**src/rtl/assert_macros.svh**
```systemverilog
// Assertion macros shared by the scheduler RTL.
// Define ASSERT_OFF to compile the checks out.
`ifndef ASSERT_MACROS_SVH
`define ASSERT_MACROS_SVH
`ifndef ASSERT_OFF
// Check a property on every rising clock edge outside reset.
`define ASSERT_CLK(lbl, clk, rst_n, prop) \
  lbl: assert property (@(posedge clk) disable iff (!rst_n) (prop)) \
    else $error("assertion failed");
// Check that a condition is followed in the next cycle by another.
`define ASSERT_NEXT(lbl, clk, rst_n, ante, cons) \
  lbl: assert property (@(posedge clk) disable iff (!rst_n) (ante) |=> (cons)) \
    else $error("assertion failed");
`else
`define ASSERT_CLK(lbl, clk, rst_n, prop)
`define ASSERT_NEXT(lbl, clk, rst_n, ante, cons)
`endif
`endif

```
**src/rtl/pts_ram.sv**
```systemverilog
// Generic single-port-write, single-port-read RAM with registered read.
// No dependencies.
`timescale 1ns / 1ps
module pts_ram #(
  parameter int W = 8,
  parameter int D = 16
) (
  input  logic                 clk,
  input  logic                 we,
  input  logic [$clog2(D)-1:0] waddr,
  input  logic [W-1:0]         wdata,
  input  logic [$clog2(D)-1:0] raddr,
  output logic [W-1:0]         rdata
);

  logic [W-1:0] mem [D];

  // Write port and registered read port
  always_ff @(posedge clk) begin
    if (we) begin
      mem[waddr] <= wdata;
    end
    rdata <= mem[raddr];
  end

endmodule

```
**config.mk**
```make
export PLATFORM = sky130hd
export DESIGN_NAME = pts_ram
export DESIGN_NICKNAME = d
export VERILOG_FILES = /design/src/rtl/assert_macros.svh /design/src/rtl/pts_ram.sv
export SDC_FILE = /design/constraint.sdc
export NUM_CORES = 1
export LEC_CHECK = 0
export BUFFER_PORTS_ARGS = -buffer_cell sky130_fd_sc_hd__buf_4
export CORE_ASPECT_RATIO = 1.4
export CORE_MARGIN = 5
export CORE_UTILIZATION = 60
export DETAILED_ROUTE_END_ITERATION = 7
export GPL_TIMING_DRIVEN = 0
export PLACE_DENSITY_LB_ADDON = 0.3
export RECOVER_POWER = 100
export SLEW_MARGIN = 10
export SYNTH_ARGS = -nofsm -noshare
export SYNTH_HDL_FRONTEND = slang
export SYNTH_SLANG_ARGS = --single-unit
```
**constraint.sdc**
```tcl
create_clock -name clk -period 1.9 [get_ports clk]
set_clock_uncertainty 0.05 [all_clocks]
set_input_delay 0.19 -clock clk [delete_from_list [all_inputs] [get_ports clk]]
set_output_delay 0.19 -clock clk [all_outputs]
set_load 0.1 [all_outputs]
```
Word-level counts from Yosys, hierarchy flattened:

Memory sizes are Yosys's and may differ from the RTL's. A register that Yosys moved wholly into a read port is not among the register bits.
Index checks and enable logic that the tools add are counted.

* bits in registers: 0
* latch bits: 0
* memory bits (writable): 128
* memory bits (read-only): 0
* input bits: 18
* output and inout port bits: 8
* memories kept: 1

Memory list
* mem: words 16, width 8, read ports 1, clocked after memory_dff 1, write ports 1, line pts_ram.sv:16 `logic [W-1:0] mem [D];`

* add/sub/neg operators: 0
* $mul: 0
* divide/modulo/power cells: 0
* $lt $le $gt $ge: 0
* equal/unequal tests: 0
* shifts and indexed selects: 0
* mux-type cells: 2
* bitwise logic cells: 0
* reductions and logical operators: 0

Operator list (count)
* 2-to-1 mux 1 bit: 2

Logic depth before layout (Yosys ltp):

* word-level depth: 2
* depth in mapped cells: 5
* depth with buffers taken out: 3

Least setup slack after synthesis:

OpenSTA, ideal clock, no wires.

* path type: input -> register
* start: input waddr[2]
* end: memory mem[0][0], enable pin
* arrival time: 1.300 ns
* required time: 1.467 ns
* slack: 0.167 ns
* cell stages on the path: 2
* buffers on the path: 0
* path through: or3b_2 -> nor3_1

RTL lines
* start: declaration: line pts_ram.sv:10 `input logic [$clog2(D)-1:0] waddr,`
* end: declaration: line pts_ram.sv:16

No word-level cell before the write port.

Final worst setup path:

* start: input waddr[3]
* end: memory mem[4][7], enable pin

No word-level cell before the write port.

==> impl_metrics.ini <==
[route]
via_per_inst = 6.24
ant_nets = 0
drt_iter0_markers = 246
first_pass_iters = 5
routed_wl_mm = 9.79
drc = 0
routedWlPerCell_um = 25.1
vias = 2433

[worst_setup_path]
start_kind = primary input
critPathKind = in -> reg
crit_chain = clkbuf_1 > nand3b_1 > nor3_1
end_kind = flop
slowest_delay_ns = 0.98
critPathSlowestCell = nor3_1
arrival_ns = 1.53
cp.buffers_inverters = 1
crit_family = simple AND/OR/NAND/NOR gates
cp_max_fo = 8
required_ns = 1.87

[yosys]
synth_top_family_by_area = multiplexers
synth_area_leaders = edfxtp_1 75%, mux4_2 7.9%, mux4_1 7.1%, dfxtp_1 3.1%, a22oi_1 2.3%
synth_seq_cells = 136
syn_nets = 247
synth_compound_area_share_pct = 2.33
synth-seq-area-share_pct = 77.8
ys_types = 19
syn_avg_cell_area_um2 = 22.5
synth_fa_ha_area_share_pct = 0
syn_inst = 229
synth_area_mm2 = 0.00515
synth.largest_area_cell = edfxtp_1
synth_mux_area_share_pct = 15.0
synth_simple_gate_area_share_pct = 3.18
synth_xor_area_share_pct = 0
yosys_warnings = 0
yosys.area.top_type_share_pct = 74.7

[place]
dp_hpwl_mm = 6.15
placed_area_mm2 = 0.00546
dp.cells = 358
port_buffers = 24
dp_slack_ns = -0.484
gp_congestion = 0.884

[sta]
post-route-period-util_pct = 82.1
drv_slew = 0
worst_pin_slew_ns = 1.24
final.setup.tns_ns = 0
setup-violations-final = 0
whs_ns = 0.192
clock.fmax_ghz = 0.641
finalWorstSetupSlack_ns = 0.340
hold_viol = 0
min_period_ns = 1.56
slew_headroom_pct = 16.9
rsz0062_at_grt = no

[die]
fp-row-count = 40
boundaryPins = 26
fp.dieH_um = 120
die-area_mm2 = 0.0106
core-area_mm2 = 0.00851
fp.dieW_um = 88.3
start_util_pct = 60.5

[power_and_ir_drop]
leakagePower_nw = 2.02
vdd_ir_drop_max_mv = 1.06
power_density_mw_per_mm2 = 1190

[clock_tree]
holdBufCountCts = 0
cts_buffer_depth = 2
clk_pin_slew_ns = 0.05
cts_setup_buffers = 0
cts.sinks = 136
cts_root_buf = clkbuf_16
numCtsBuffers = 17
htree_levels = 4
insertion_delay_ns = 0.41
cts_tree = yes

[final_layout]
final_area_mm2 = 0.00602
regArea_mm2 = 0.00400
areaGrowthSynthToFinish_pct = 16.9
diodes = 0
drive_gt1_share_pct = 25.6
multi_input_area_mm2 = 0.00107
fillCellCount = 533
fin_cells = 390
nets = 290

[global_routing]
antenna_found_initial = 0
grt_first_pass_wirelength_mm = 15.1
grt_overflow = 0
grt_usage_pct = 21.0
grt_max_degree = 17
grt_pass1_vias = 2584

[run_status]
status = finished clean

[hold_path]
hold_class = in -> reg

[flow_run]
maxCapViolCount = 0
-- layer usage --
layer | track usage (%) | up-vias | wire length [um]
li1 | - | 1062 | -
met2 | 31.9 | 117 | 5050
met1 | 27.5 | 1239 | 3680
met3 | 7.42 | 15 | 801
met4 | 8.88 | 0 | 252
met5 | 0 | - | 0
-- cells in the mapped netlist --
library cell	instances
nand2_1	9
buf_4	1
mux4_1	14
edfxtp_1	128
buf_2	3
and2b_1	1
nand2b_1	2
or3b_2	1
nor2_1	13
dfxtp_1	8
buf_6	3
and2_1	1
clkdlybuf4s25_2	3
a22oi_1	16
nand3_1	1
mux4_2	18
nor3_1	4
nor2b_1	1
nand3b_1	2
-- area by class of cell --
| type | count | area share (%) |
|---|---|---|
| tap | 105 | 2.18 |
| clock inverter | 8 | 1.95 |
| sequential | 136 | 66.5 |
| clock buffer | 24 | 8.17 |
| multi-input combinational | 83 | 17.7 |
| buffer | 10 | 1.43 |
| timing repair buffer | 24 | 1.98 |
-- path summary, 6_finish.rpt --
| path | depth (start not counted) | end | start | slack (ns) |
|---|---|---|---|---|
| worst max-delay path | 3 | mem[4][7]$_DFFE_PP_ | waddr[3] | 0.34 |
| worst min-delay path | 2 | mem[8][6]$_DFFE_PP_ | waddr[0] | 0.19 |
| worst max register to register | 3 | rdata[2]$_DFF_P_ | mem[0][2]$_DFFE_PP_ | 0.42 |
| worst min register to register | 3 | rdata[4]$_DFF_P_ | mem[15][4]$_DFFE_PP_ | 0.64 |
-- through the flow --
stage | total power, mW | util (%)
final | 7.15 | 70.7
after global routing | 7.35 | 70.7
after CTS | 7.22 | 71.4
after detailed placement | 3.92 | 64.2
after global placement | 3.90 | 64.2
after floorplan | 3.75 | -
-- kinds of logic after synthesis --
kind of cell / after synthesis
AOI/OAI and AO/OA: 16
buffers and inverters: 10
DFF: 136
muxes: 32
and+or+nand+nor: 35
-- report_power, final --
group          switching (mW)  internal (mW)  leakage, nW
clock                    1.12           2.19        0.300
combinational           0.328          0.132        0.491
sequential             0.0179           3.36         1.22
total                    1.46           5.68         2.02
-- registers in the layout, indices dropped and copies added, names as in the netlist --
| register | count |
|---|---|
| mem | 128 |
| rdata | 8 |
-- cell usage in the layout (no fill, tap or decap), drive strengths merged --
| cell type | Yosys | final |
|---|---|---|
| mux4 | 32 | 32 |
| nor2 | 13 | 13 |
| nand2b | 2 | 2 |
| nand3b | 2 | 2 |
| and2 | 1 | 1 |
| edfxtp | 128 | 128 |
| clkinvlp | 0 | 1 |
| nor3 | 4 | 4 |
| buf | 7 | 12 |
| dfxtp | 8 | 8 |
| or3b | 1 | 1 |
| a22oi | 16 | 16 |
| clkbuf | 0 | 43 |
| nand3 | 1 | 1 |
| nor2b | 1 | 1 |
| and2b | 1 | 1 |
| clkinv | 0 | 4 |
| clkdlybuf4s25 | 3 | 3 |
| bufinv | 0 | 3 |
| nand2 | 9 | 9 |
-- timing repair --
action / in CTS / in global routing
gates resized for setup: 1 / 0
endpoints found under the setup margin: 8 / 0
hold endpoints to repair: 0 / 0
Power figures use the tool's default switching activity.
