### config.mk
export PLATFORM = sky130hd
export DESIGN_NAME = pts_acct
export DESIGN_NICKNAME = d
export VERILOG_FILES = /design/src/rtl/assert_macros.svh /design/src/rtl/pts_pkg.sv /design/src/rtl/pts_acct.sv
export SDC_FILE = /design/constraint.sdc
export NUM_CORES = 1
export LEC_CHECK = 0
export BUFFER_PORTS_ARGS = -buffer_cell sky130_fd_sc_hd__buf_4
export CORE_AREA = 2 2 205 207
export DETAILED_ROUTE_END_ITERATION = 7
export DIE_AREA = 0 0 207 209
export PLACE_DENSITY = 0.45
export SYNTH_ARGS = -nofsm -noshare
export SYNTH_HDL_FRONTEND = slang
export SYNTH_SLANG_ARGS = --single-unit
### constraint.sdc
create_clock -name vclk -period 3.8
set_input_delay 0.57 -clock vclk [all_inputs]
set_output_delay 0.57 -clock vclk [all_outputs]
set_load 0.005 [all_outputs]
### src/rtl/assert_macros.svh
// Assertion macros shared by the scheduler RTL.
// Define ASSERT_OFF to compile the checks out.
`ifndef ASSERT_MACROS_SVH
`define ASSERT_MACROS_SVH
`ifndef ASSERT_OFF
// Check a property on every rising clock edge outside reset.
`define ASSERT_CLK(lbl, clk, rst_n, prop) \
  lbl: assert property (@(posedge clk) disable iff (!rst_n) (prop)) \
    else $error("assertion failed");
// Check that a condition is followed in the next cycle by another.
`define ASSERT_NEXT(lbl, clk, rst_n, ante, cons) \
  lbl: assert property (@(posedge clk) disable iff (!rst_n) (ante) |=> (cons)) \
    else $error("assertion failed");
`else
`define ASSERT_CLK(lbl, clk, rst_n, prop)
`define ASSERT_NEXT(lbl, clk, rst_n, ante, cons)
`endif
`endif

### src/rtl/pts_pkg.sv
// Shared types and codes for the process table scheduler.
// No dependencies; imported by the scan, accounting and top scheduler modules.
`timescale 1ns / 1ps
package pts_pkg;

  // Slot life states
  localparam logic [2:0] ST_FREE  = 3'd0;
  localparam logic [2:0] ST_READY = 3'd1;
  localparam logic [2:0] ST_RUN   = 3'd2;
  localparam logic [2:0] ST_BLOCK = 3'd3;
  localparam logic [2:0] ST_DEAD  = 3'd4;

  // Operation codes
  localparam logic [1:0] OP_MOVE  = 2'd0;
  localparam logic [1:0] OP_SCHED = 2'd1;
  localparam logic [1:0] OP_ADMIT = 2'd2;

  // Result status codes
  localparam logic [1:0] STAT_OK      = 2'd0;
  localparam logic [1:0] STAT_BLOCKED = 2'd1;
  localparam logic [1:0] STAT_EMPTY   = 2'd2;
  localparam logic [1:0] STAT_NOFREE  = 2'd3;

  // One slot table entry as held in the table RAM
  typedef struct packed {
    logic [2:0]  st;
    logic [31:0] last_clock;
    logic [31:0] ready_total;
    logic [31:0] ready_visits;
    logic [31:0] blocked_total;
    logic [31:0] run_total;
    logic [31:0] last_run;
    logic [31:0] change_count;
  } pts_entry_t;

  // Scan control from the sequencer
  typedef struct packed {
    logic clear;
    logic step;
  } pts_scan_ctl_t;

  // Scan summary back to the sequencer
  typedef struct packed {
    logic any_ready;
    logic any_free;
    logic any_blocked;
  } pts_scan_sts_t;

endpackage

### src/rtl/pts_acct.sv
// Time accounting for one slot state change.
// Depends on pts_pkg.
`timescale 1ns / 1ps
module pts_acct (
  input  pts_pkg::pts_entry_t ent,
  input  logic [31:0]         elapsed,
  input  logic [2:0]          new_state,
  input  logic [31:0]         now,
  output pts_pkg::pts_entry_t upd
);
  import pts_pkg::*;

  logic pos;

  assign pos = (elapsed != 32'd0) && !elapsed[31];

  // Store new state, stamp time, charge positive elapsed time to the old state
  always_comb begin
    upd              = ent;
    upd.st           = new_state;
    upd.last_clock   = now;
    upd.change_count = ent.change_count + 32'd1;
    if (pos) begin
      unique case (ent.st)
        ST_READY: begin
          upd.ready_visits = ent.ready_visits + 32'd1;
          upd.ready_total  = ent.ready_total + elapsed;
        end
        ST_BLOCK: begin
          upd.blocked_total = ent.blocked_total + elapsed;
        end
        ST_RUN: begin
          upd.last_run  = elapsed;
          upd.run_total = ent.run_total + elapsed;
        end
        default: begin
        end
      endcase
    end
  end

endmodule

* Word level (Yosys, flattened, before mapping)
Cells that the tools add are included.
** Storage, ports and cells
- Bits in registers :: 0
- Input bits :: 294
- Logic and storage cells :: 15
** Cells by class
- Eq/ne operators :: 3
- Mux-type cells :: 4
- Add/subtract/negate cells :: 5
- Reductions and logical operators :: 3
** Operators by type and width (number)
- 160-bit 2-to-1 mux :: 1
- 64-bit 2-to-1 mux :: 2
- 32-bit adder :: 3
- 32-bit by 1-bit adder with 32-bit output, second input constant :: 2
- 32-bit 2-to-1 mux :: 1
- 32-bit nonzero test :: 1
- 3-bit by 2-bit equality test with 1-bit output, second input constant :: 2
- 3-bit by 1-bit equality test with 1-bit output, second input constant :: 1
- 1-bit logical AND :: 1
- 1-bit logical NOT :: 1

* Longest topological paths before layout
- Word-level depth :: 3
- Gate-level depth with buffers :: 11
- Gate-level depth less buffers :: 11

* Worst setup path after synthesis
Ideal clock, no wire load.
- Path type :: input port to output port
- From :: in ent[160] (netlist name)
- To :: out upd[190] (netlist name)
- Slack :: 0.368 ns
- Required time :: 3.230 ns
- Stages on the path :: 11
- Path buffers :: 0
- Data arrival time :: 2.862 ns
- Cell sequence :: ha_1 -> fa_1 -> a21oi_1 -> o211ai_1 -> a21oi_2 -> o2111ai_1 -> a31oi_1 -> o211ai_1 -> a221oi_1 -> xor2_1 -> o21ai_1
** RTL lines
- start: declaration :: RTL line pts_acct.sv:5 : input pts_pkg::pts_entry_t ent,
- end: declaration :: RTL line pts_acct.sv:9 : output pts_pkg::pts_entry_t upd

==> impl_metrics.py <==
metrics = {
    "yosys": {
        "yosysMostFrequentCell": "nand2_1",
        "synth_largest_area_cell": "ha_1",
        "syn_area_per_cell_sq_um": 6.72,
        "synth.area.top_cells": "ha_1, xnor2_1, nand2_1",
        "synthTopCellsByCount": "nand2_1, o21ai_0, ha_1",
        "yosysWarnings": 0,
        "synth_top_cell_area_share_pct": 16.1,
        "syn_nets": 1488,
        "ys_types": 71,
        "synth-seq-area-share_pct": 0,
        "synthCells": 1096,
        "syn_area_sq_mm": 0.00737,
    },
    "critical_path": {
        "crit_type": "primary input to output port",
        "endpoint_kind": "output port",
        "crit_fanout": 5,
        "crit_arrival_ns": 3.16,
        "cp-start-kind": "primary input",
        "required_ns": 3.23,
    },
    "worst_hold_path": {
        "min_to": "upd[192]",
        "worstHoldPathCells": 0,
        "worstHoldStart": "now[0]",
        "hp-class": "primary input to output port",
    },
    "sta": {
        "fin_setup_tns_ns": 0,
        "timing.slew.headroom_pct": 64.2,
        "rsz0062_at_grt": "yes",
        "fmax_ghz": 0.268,
        "finalHoldViolCount": 0,
        "setup_violations": 0,
        "tightest_slew_ns": 0.532,
        "final_max_slew_viol_count": 0,
        "min_period_ns": 3.73,
        "finalCritPeriodShare_pct": 98.3,
    },
    "finish": {
        "seq_area_sq_um": 0,
        "layout.nets": 1960,
        "nClkBuffers": 0,
        "drive_above_1_share_pct": 41.2,
        "design.seq.count": 0,
        "syn2layout_area_growth_pct": 65.5,
        "final_area_sq_mm": 0.0122,
        "fillers": 4466,
    },
    "detailed_routing": {
        "dr.pass1.iters": 4,
        "finalWirelength_um": 37500,
        "drt_iter0_drc": 397,
        "avgViaCountPerCell": 4.63,
        "drc": 0,
        "wl_per_cell_um": 17.8,
        "via_count": 9751,
        "postRouteAntennaNets": 0,
    },
    "floorplan": {
        "die_area_sq_mm": 0.0433,
        "die_width_um": 207,
        "rows": 75,
        "io_pins": 521,
        "core_area_sq_mm": 0.0413,
        "fp.dieH_um": 209,
        "initial_utilization_pct": 17.8,
    },
    "global_route": {
        "grt_antenna_before_repair": 2,
        "grt_pass1_vias": 9760,
        "grt_start_max_net_pins": 62,
        "grt-ovfl-total": 0,
        "grt_usage_pct": 16.3,
        "grt_pass1_wl_um": 56600,
    },
    "placed_design": {
        "gp_congestion": 0.889,
        "placed_area_sq_mm": 0.0117,
        "hpwl_um": 32600,
        "numPortBuffers": 419,
    },
    "job": {
        "cap_violations": 0,
    },
    "power_and_ir_drop": {
        "p_per_area_mw_per_mm2": 141,
        "leakage_nw": 5.76,
        "ir_drop_mv": 0.0509,
    },
    "run_status": {
        "run_status": "finished, final reports clean",
    },
}
-- per-stage QoR --
| step | power [mW] | cells | utilization [%] | setup WS (ns) | hold WS (ns) |
|---|---|---|---|---|---|
| after CTS | 1.69 | 2099 | 28.8 | -0.0721 | 1.14 |
| after global routing | 1.90 | 2106 | 29.5 | -0.0862 | 1.14 |
| final | 1.72 | 2106 | 29.5 | 0.0663 | 1.14 |
| after floorplan | 0.841 | 1096 | - | 0.368 | 1.17 |
| after detailed placement | 1.65 | 2096 | 28.4 | -0.257 | 1.14 |
| after global placement | 1.64 | 2096 | 28.4 | -0.282 | 1.14 |
-- how the worst max path moves through the flow --
stage | startpoint | to | slack [ns]
after global routing | elapsed[0] | upd[188] | -0.09
after global placement | elapsed[0] | upd[94] | -0.28
final | elapsed[0] | upd[188] | 0.07
after detailed placement | elapsed[0] | upd[94] | -0.26
after CTS | elapsed[0] | upd[124] | -0.07
after floorplan | ent[160] | upd[190] | 0.37
-- worst max-delay path, stage by stage --
cell and delay [ns]:
buf_12 0.11, ha_4 0.16, fa_2 0.35, a21oi_2 0.16, o211ai_1 0.16, a21oi_2 0.27, o2111ai_2 0.15, a31oi_1 0.20
buf_4 0.16, o211ai_1 0.16, a31oi_1 0.27, xor2_1 0.20, o21ai_1 0.09, buf_4 0.14
-- power breakdown --
part | internal (mW) | switching, mW
Combinational | 0.883 | 0.841
Clock | 0.0000000352 | 0
Sequential | 0 | 0
Total | 0.883 | 0.841
-- layout by cell type, fill, tap and decap left out, types with 19 or more instances in the layout --
cell type  synthesis  routed
xor2_1            49      49
a21o_1            28      28
ha_1              95      85
a21oi_1           77      71
nand3_1           43      40
xnor2_1           88      88
and3_1            20      19
o21ai_0          100      96
nand2_1          161     161
o21ai_1           17      19
nor2_1            47      44
inv_1             34      34
buf_4             35     528
nand4_1           22      22
mux2_2            38      38
-- metal layers --
metal / GRT usage (%) / wire [um]
met5: 0 / 12
met4: 2.24 / 562
met3: 2.33 / 1810
met2: 29.4 / 18500
met1: 20.8 / 16500
-- cells by family (layout without fill, tap and decap cells) --
family | Yosys count | after routing | synth area share (%)
xor+xnor | 137 | 137 | 16.3
compound gates | 340 | 340 | 29.0
buf+inv | 104 | 574 | 7.08
simple gates | 378 | 378 | 24.8
mux | 39 | 39 | 5.94
fa+ha+maj | 98 | 98 | 16.9
other cells | 0 | 1 | 0
-- cell type report --
class | count | area, sq um | area share (%)
Tap cell | 539 | 674 | 5.53
Multi-Input combinational cell | 992 | 7250 | 59.4
Inverter | 35 | 131 | 1.08
Timing Repair Buffer | 539 | 4140 | 33.9
Antenna cell | 1 | 2.50 | 0.0205
-- what timing repair did --
item,in CTS,in global routing
gates resized for setup,30,42
hold buffers,0,0
pin swaps,24,30
setup endpoints to repair,26,51
setup buffers,3,6
(Power assumes the default switching activity.)
