`config.mk`:
```
export PLATFORM = sky130hd
export DESIGN_NAME = pts_scan
export DESIGN_NICKNAME = d
export VERILOG_FILES = /design/src/rtl/assert_macros.svh /design/src/rtl/pts_pkg.sv /design/src/rtl/pts_scan.sv
export SDC_FILE = /design/constraint.sdc
export NUM_CORES = 1
export LEC_CHECK = 0
export ABC_AREA = 1
export BUFFER_PORTS_ARGS = -buffer_cell sky130_fd_sc_hd__buf_2
export CORE_ASPECT_RATIO = 0.75
export CORE_UTILIZATION = 40
export DETAILED_ROUTE_END_ITERATION = 12
export PLACE_DENSITY = 0.61
export SYNTH_ARGS = -nofsm -noshare
export SYNTH_HDL_FRONTEND = slang
export SYNTH_SLANG_ARGS = --single-unit
```
`constraint.sdc`:
```
create_clock -name clk -period 2.65 [get_ports clk]
set_input_delay 0.265 -clock clk [delete_from_list [all_inputs] [get_ports clk]]
set_output_delay 0.265 -clock clk [all_outputs]
set_load 0.02 [all_outputs]
```
`src/rtl/assert_macros.svh`:
```
// Assertion macros shared by the scheduler RTL.
// Define ASSERT_OFF to compile the checks out.
`ifndef ASSERT_MACROS_SVH
`define ASSERT_MACROS_SVH
`ifndef ASSERT_OFF
// Check a property on every rising clock edge outside reset.
`define ASSERT_CLK(lbl, clk, rst_n, prop) \
  lbl: assert property (@(posedge clk) disable iff (!rst_n) (prop)) \
    else $error("assertion failed");
// Check that a condition is followed in the next cycle by another.
`define ASSERT_NEXT(lbl, clk, rst_n, ante, cons) \
  lbl: assert property (@(posedge clk) disable iff (!rst_n) (ante) |=> (cons)) \
    else $error("assertion failed");
`else
`define ASSERT_CLK(lbl, clk, rst_n, prop)
`define ASSERT_NEXT(lbl, clk, rst_n, ante, cons)
`endif
`endif

```
`src/rtl/pts_pkg.sv`:
```
// Shared types and codes for the process table scheduler.
// No dependencies; imported by the scan, accounting and top scheduler modules.
`timescale 1ns / 1ps
package pts_pkg;

  // Slot life states
  localparam logic [2:0] ST_FREE  = 3'd0;
  localparam logic [2:0] ST_READY = 3'd1;
  localparam logic [2:0] ST_RUN   = 3'd2;
  localparam logic [2:0] ST_BLOCK = 3'd3;
  localparam logic [2:0] ST_DEAD  = 3'd4;

  // Operation codes
  localparam logic [1:0] OP_MOVE  = 2'd0;
  localparam logic [1:0] OP_SCHED = 2'd1;
  localparam logic [1:0] OP_ADMIT = 2'd2;

  // Result status codes
  localparam logic [1:0] STAT_OK      = 2'd0;
  localparam logic [1:0] STAT_BLOCKED = 2'd1;
  localparam logic [1:0] STAT_EMPTY   = 2'd2;
  localparam logic [1:0] STAT_NOFREE  = 2'd3;

  // One slot table entry as held in the table RAM
  typedef struct packed {
    logic [2:0]  st;
    logic [31:0] last_clock;
    logic [31:0] ready_total;
    logic [31:0] ready_visits;
    logic [31:0] blocked_total;
    logic [31:0] run_total;
    logic [31:0] last_run;
    logic [31:0] change_count;
  } pts_entry_t;

  // Scan control from the sequencer
  typedef struct packed {
    logic clear;
    logic step;
  } pts_scan_ctl_t;

  // Scan summary back to the sequencer
  typedef struct packed {
    logic any_ready;
    logic any_free;
    logic any_blocked;
  } pts_scan_sts_t;

endpackage

```
`src/rtl/pts_scan.sv`:
```
// Table scan accumulator: one entry per step, tracks the ready and free picks
// and whether any slot is blocked. Depends on pts_pkg.
`timescale 1ns / 1ps
module pts_scan #(
  parameter int IW = 4
) (
  input  logic                   clk,
  input  pts_pkg::pts_scan_ctl_t ctl,
  input  logic [IW-1:0]          idx,
  input  logic [2:0]             st,
  input  logic [31:0]            last_run,
  input  logic [IW-1:0]          cur,
  input  logic                   policy,
  output logic [IW-1:0]          ready_pick,
  output logic [IW-1:0]          free_pick,
  output pts_pkg::pts_scan_sts_t sts
);
  import pts_pkg::*;

  logic          lo_found_r, lo_found_nxt;
  logic [IW-1:0] lo_idx_r, lo_idx_nxt;
  logic          hi_found_r, hi_found_nxt;
  logic [IW-1:0] hi_idx_r, hi_idx_nxt;
  logic [IW-1:0] min_idx_r, min_idx_nxt;
  logic [31:0]   min_val_r, min_val_nxt;
  logic          free_found_r, free_found_nxt;
  logic [IW-1:0] free_idx_r, free_idx_nxt;
  logic          blk_r, blk_nxt;

  // Fold one entry into the running picks
  always_comb begin
    lo_found_nxt   = lo_found_r;
    lo_idx_nxt     = lo_idx_r;
    hi_found_nxt   = hi_found_r;
    hi_idx_nxt     = hi_idx_r;
    min_idx_nxt    = min_idx_r;
    min_val_nxt    = min_val_r;
    free_found_nxt = free_found_r;
    free_idx_nxt   = free_idx_r;
    blk_nxt        = blk_r;
    if (ctl.clear) begin
      lo_found_nxt   = 1'b0;
      hi_found_nxt   = 1'b0;
      free_found_nxt = 1'b0;
      blk_nxt        = 1'b0;
    end else if (ctl.step) begin
      if (st == ST_READY) begin
        if (!lo_found_r) begin
          lo_found_nxt = 1'b1;
          lo_idx_nxt   = idx;
          min_idx_nxt  = idx;
          min_val_nxt  = last_run;
        end else if (last_run < min_val_r) begin
          min_idx_nxt = idx;
          min_val_nxt = last_run;
        end
        // first ready slot after the current one
        if (!hi_found_r && idx > cur) begin
          hi_found_nxt = 1'b1;
          hi_idx_nxt   = idx;
        end
      end
      if (st == ST_FREE && !free_found_r) begin
        free_found_nxt = 1'b1;
        free_idx_nxt   = idx;
      end
      if (st == ST_BLOCK) begin
        blk_nxt = 1'b1;
      end
    end
  end

  always_ff @(posedge clk) begin
    lo_found_r   <= lo_found_nxt;
    lo_idx_r     <= lo_idx_nxt;
    hi_found_r   <= hi_found_nxt;
    hi_idx_r     <= hi_idx_nxt;
    min_idx_r    <= min_idx_nxt;
    min_val_r    <= min_val_nxt;
    free_found_r <= free_found_nxt;
    free_idx_r   <= free_idx_nxt;
    blk_r        <= blk_nxt;
  end

  // Round robin wraps to the lowest ready slot when none follows current
  assign ready_pick      = policy ? min_idx_r : (hi_found_r ? hi_idx_r : lo_idx_r);
  assign free_pick       = free_idx_r;
  assign sts.any_ready   = lo_found_r;
  assign sts.any_free    = free_found_r;
  assign sts.any_blocked = blk_r;

endmodule

```
# Word-level counts from Yosys, hierarchy flattened
# Index checks and enable logic that the tools add are counted.
# classes
n_lt_le_gt_ge	2
n_eq_ne	3
n_mux	6
n_bitwise	2
n_reduce_logical	13
# ops
cell	n
2-to-1 mux 32 bit	2
less-than comparator 32 bit	1
2-to-1 mux 4 bit	4
AND reduction 4 bit	3
AND reduction 2 bit	3
AND reduction 3 bit	2
greater-than comparator 4 bit	1
equality test 3 x 1 -> 1 bit, second input constant	1
equality test 3 x 2 -> 1 bit, second input constant	1
logical NOT 3 bit	1
logical AND 1 bit	2
logical NOT 1 bit	2
!= test 2 x 1 -> 1 bit, second input constant	1
inverter 1 bit	2
# totals
register_bits	52
in_bits	47
output_inout_bits	11
word_cells	35

# Longest topological paths before layout
# depth
word_depth	3
depth_mapped	13
ltp_nobuf	13

# Least setup slack after synthesis
# No wires, ideal clock.
# synth_timing
path_type	reg-to-reg
startpoint	register min_val_r[5]
endpoint	register min_idx_r[0], enable pin
setup_ps	394
t_arrival_ps	1914
required_ps	2256
slack_ps	342
stages_incl_launch_ff	12
path_buffers	0
synth_period_minus_slack_ps	2308
path_cell_list	edfxtp_1 inv_1 ha_1 a21oi_1 nor2_1 nor3_1 nand2_1 nand2_1 nand2_1 nand2_1 nand2_1 nand2_1
# synth_via
elab_chain_len	3
# synth_lines
element	line	rtl
from (decl)	pts_scan.sv:25	logic [31:0] min_val_r, min_val_nxt;
from (signal assigned)	pts_scan.sv:79	min_val_r <= min_val_nxt;
less-than comparator 32 bit	pts_scan.sv:53	end else if (last_run < min_val_r) begin
!= test 2 x 1 -> 1 bit (no line)	--	
AND reduction 4 bit (no line)	--	
to (signal assigned)	pts_scan.sv:78	min_idx_r <= min_idx_nxt;
to (decl)	pts_scan.sv:24	logic [IW-1:0] min_idx_r, min_idx_nxt;
# No other way between the ends.
# A chain may end at the register's enable or synchronous reset.

# Worst setup path in the final report
# layout_timing
startpoint	register min_val_r[29]
endpoint	register min_val_r[26], enable pin
# layout_via
elab_chain_len	3
# layout_lines
element	line
less-than comparator 32 bit	pts_scan.sv:53
!= test 2 x 1 -> 1 bit (no line)	--
AND reduction 4 bit (no line)	--
# No other way between the ends.

==> results.toml <==
[timing]
worst_pin_slew_ps = 419
slew_headroom_pct = 72.0
setup_violations = 0
fin_setup_tns_ps = 0
whs_ps = 142
grt_setup_unrepaired = "no"
fin_skew_ps = 10.9
period_share_pct = 75.6
period_minus_slack_ps = 2000
hold_viol_final = 0
drv_slew = 0
finalWorstSetupSlack_ps = 647
fmax_mhz = 499

[final_layout]
nNetsFinal = 393
fill_cells = 600
fin_area_mm2 = 0.00314
num_antenna_cells = 0
drive_gt1_share_pct = 24.0
syn_to_final_growth_pct = 18.2

[setup_path]
crit_family = "buffers and inverters"
cp.buffers_inverters = 4
required_ps = 2630
path_class = "register to register"
setup.worst_path.end_class = "register"
critical-path-slowest-cell = "edfxtp_1"
r2r-start = "min_val_r[29]$_DFFE_PP_"
critPathMostFrequentCell = "nand2_1"
r2r_end = "min_val_r[26]$_DFFE_PP_"
cp-start-kind = "register"
rrSetupSlack_ps = 650
cp_max_fo = 26
worst-r2r-cell-count = 12
cp_data_arrival_time_ps = 1980
critical_path.max_stage_delay_ps = 360
crit_chain = "inv_1 -> ha_1 -> nand2_1 -> inv_1 -> o21ai_0 -> nand3_1 -> nor2_1 -> nand2_1 -> clkinv_1 -> nand2_1 -> nand2_1 -> buf_4"

[worst_hold_path]
holdCritStartpoint = "last_run[6]"
whs_path_depth = 1
hold_class = "input port to register"
hold_end = "min_val_r[6]$_DFFE_PP_"

[grt]
grt_pass1_wl_um = 7220
groute.usage.overall_pct = 13.8
antenna_found_initial = 0
grt_pass1_vias = 1622
grt_overflow_total = 0
grt_max_degree = 27

[clocking]
clock-root-buffer = "clkbuf_8"
clk_latency_ps = 310
cts_repair_resize_count = 0
cts_tree = "done"
numCtsBuffers = 5
clk_pin_slew_ps = 100
htreeDepth = 2
cts_setup_buffers = 0
ctsHoldBuffers = 0
cts.sinks = 52
clock_path_buffers = 2

[die]
core_mm2 = 0.00635
io_pins = 58
die_y_um = 72.5
rows = 25
start_util_pct = 41.8
die_w_um = 96.1
die_area_mm2 = 0.00697

[logic_synthesis]
synthAdderAreaFrac_pct = 16.5
synth-compound-area-share_pct = 6.88
netlist.area_leader.share_pct = 54.3
ys.flop_type = "edfxtp_1"
yosys.area_share.simple_pct = 10.5
synth_xor_area_share_pct = 0
synth_enable_flop_cells = 48
syn_inst = 247
yosysSeqAreaShare_pct = 57.3
post_synth.cell_area_avg_um2 = 10.7
synth_cell_types = 20
synth_area_leaders = "edfxtp_1, ha_1, inv_1, nand2_1, a21oi_1"
yosys_warnings = 0
ys_ff_latch = 52
synthTopCellsByCount = "inv_1, edfxtp_1, nand2_1, ha_1, a21oi_1"
syn_area_mm2 = 0.00265
synth_top_cell_by_area = "edfxtp_1"
async_flop_share_pct = 0
synth_top_family_by_area = "adder cells"
synth_fp_nets = 329
muxShareOfSynthArea_pct = 0
yosysMostFrequentCell = "inv_1"

[route]
route.detailed.drc = 0
vias = 1730
wire_per_inst_um = 11.1
antenna_left = 0
drt_iter0_drc = 48
drt_first_pass_iters = 4
viasPerCell = 4.40
routed_wl_um = 4350

[place]
place_ws_ps = 593
place_congestion = 0.722
hpwl_um = 3450
place_area_mm2 = 0.00304
portBuffers = 57

[run_status]
outcome = "complete, no violations"

[flow_run]
max-cap-violations = 0

[pwr]
ir_drop_mv = 0.335
p_per_area_mw_per_mm2 = 495
p_leak_nw = 1.51
## cells by family after synthesis
kind of cell / after synthesis
fa+ha+maj: 35
simple gates: 67
compound gates: 34
buf+inv: 59
flops: 52
## per-stage QoR
stage	cells	total power (W)	utilization (%)
CTS	393	0.00156	49.4
detailed placement	385	0.00109	47.9
global placement	385	0.00109	47.9
floorplan	247	0.00102	-
finish	393	0.00155	49.4
global route	393	0.00162	49.4
## cell usage in the layout, fill, tap and decap left out, types with 3 or more instances in the layout
master     n
nand2_1   39
a21oi_1   25
nand3_1    4
o21ai_0    6
inv_1     53
buf_2     57
nor2_1    15
ha_1      35
clkbuf_8   5
dfxtp_1    4
buf_4      3
edfxtp_1  48
nor3_1     4
## how the worst max path moves through the flow
stage | from | to | slack, ps | cells past startpoint
6_report | min_val_r[29]$_DFFE_PP_ | min_val_r[26]$_DFFE_PP_ | 650 | 12
2_1_floorplan | min_val_r[5]$_DFFE_PP_ | min_idx_r[0]$_DFFE_PP_ | 340 | 11
3_3_place_gp | last_run[29] | min_val_r[31]$_DFFE_PP_ | 610 | 12
5_1_grt | min_val_r[29]$_DFFE_PP_ | min_val_r[19]$_DFFE_PP_ | 430 | 12
3_5_place_dp | last_run[29] | min_val_r[30]$_DFFE_PP_ | 590 | 12
4_1_cts | min_val_r[29]$_DFFE_PP_ | min_val_r[31]$_DFFE_PP_ | 610 | 12
## cell type report
class                      instances  area, µm²  area share [%]
clock inverter                     3       26.3           0.838
tap                               81        101            3.23
inverter                          56        210            6.70
timing repair buffer              60        308            9.82
multi-input combinational        136        900            28.7
sequential                        52       1520            48.5
clock buffer                       5       68.8            2.19
## report_power, final
group          switching (W)  internal, W  total, W
clock network       0.000285     0.000193  0.000478
registers         0.00000398     0.000911  0.000915
logic              0.0000899    0.0000682  0.000158
## sequential cells by signal, indices dropped and copies added, names as in the netlist, 4 cells and up
register and cells:
free_pick 4, hi_idx_r 4, lo_idx_r 4, min_idx_r 4, min_val_r 32
## per-layer routing
metal / share of wire (%) / GRT usage (%) / up-vias
met5: 0 / 0 / -
met1: 53 / 20.2 / 755
met3: 3.5 / 2.83 / 8
li1: - / - / 943
met4: 1.2 / 3.98 / 0
met2: 43 / 20.7 / 24
(Power assumes the default switching activity.)
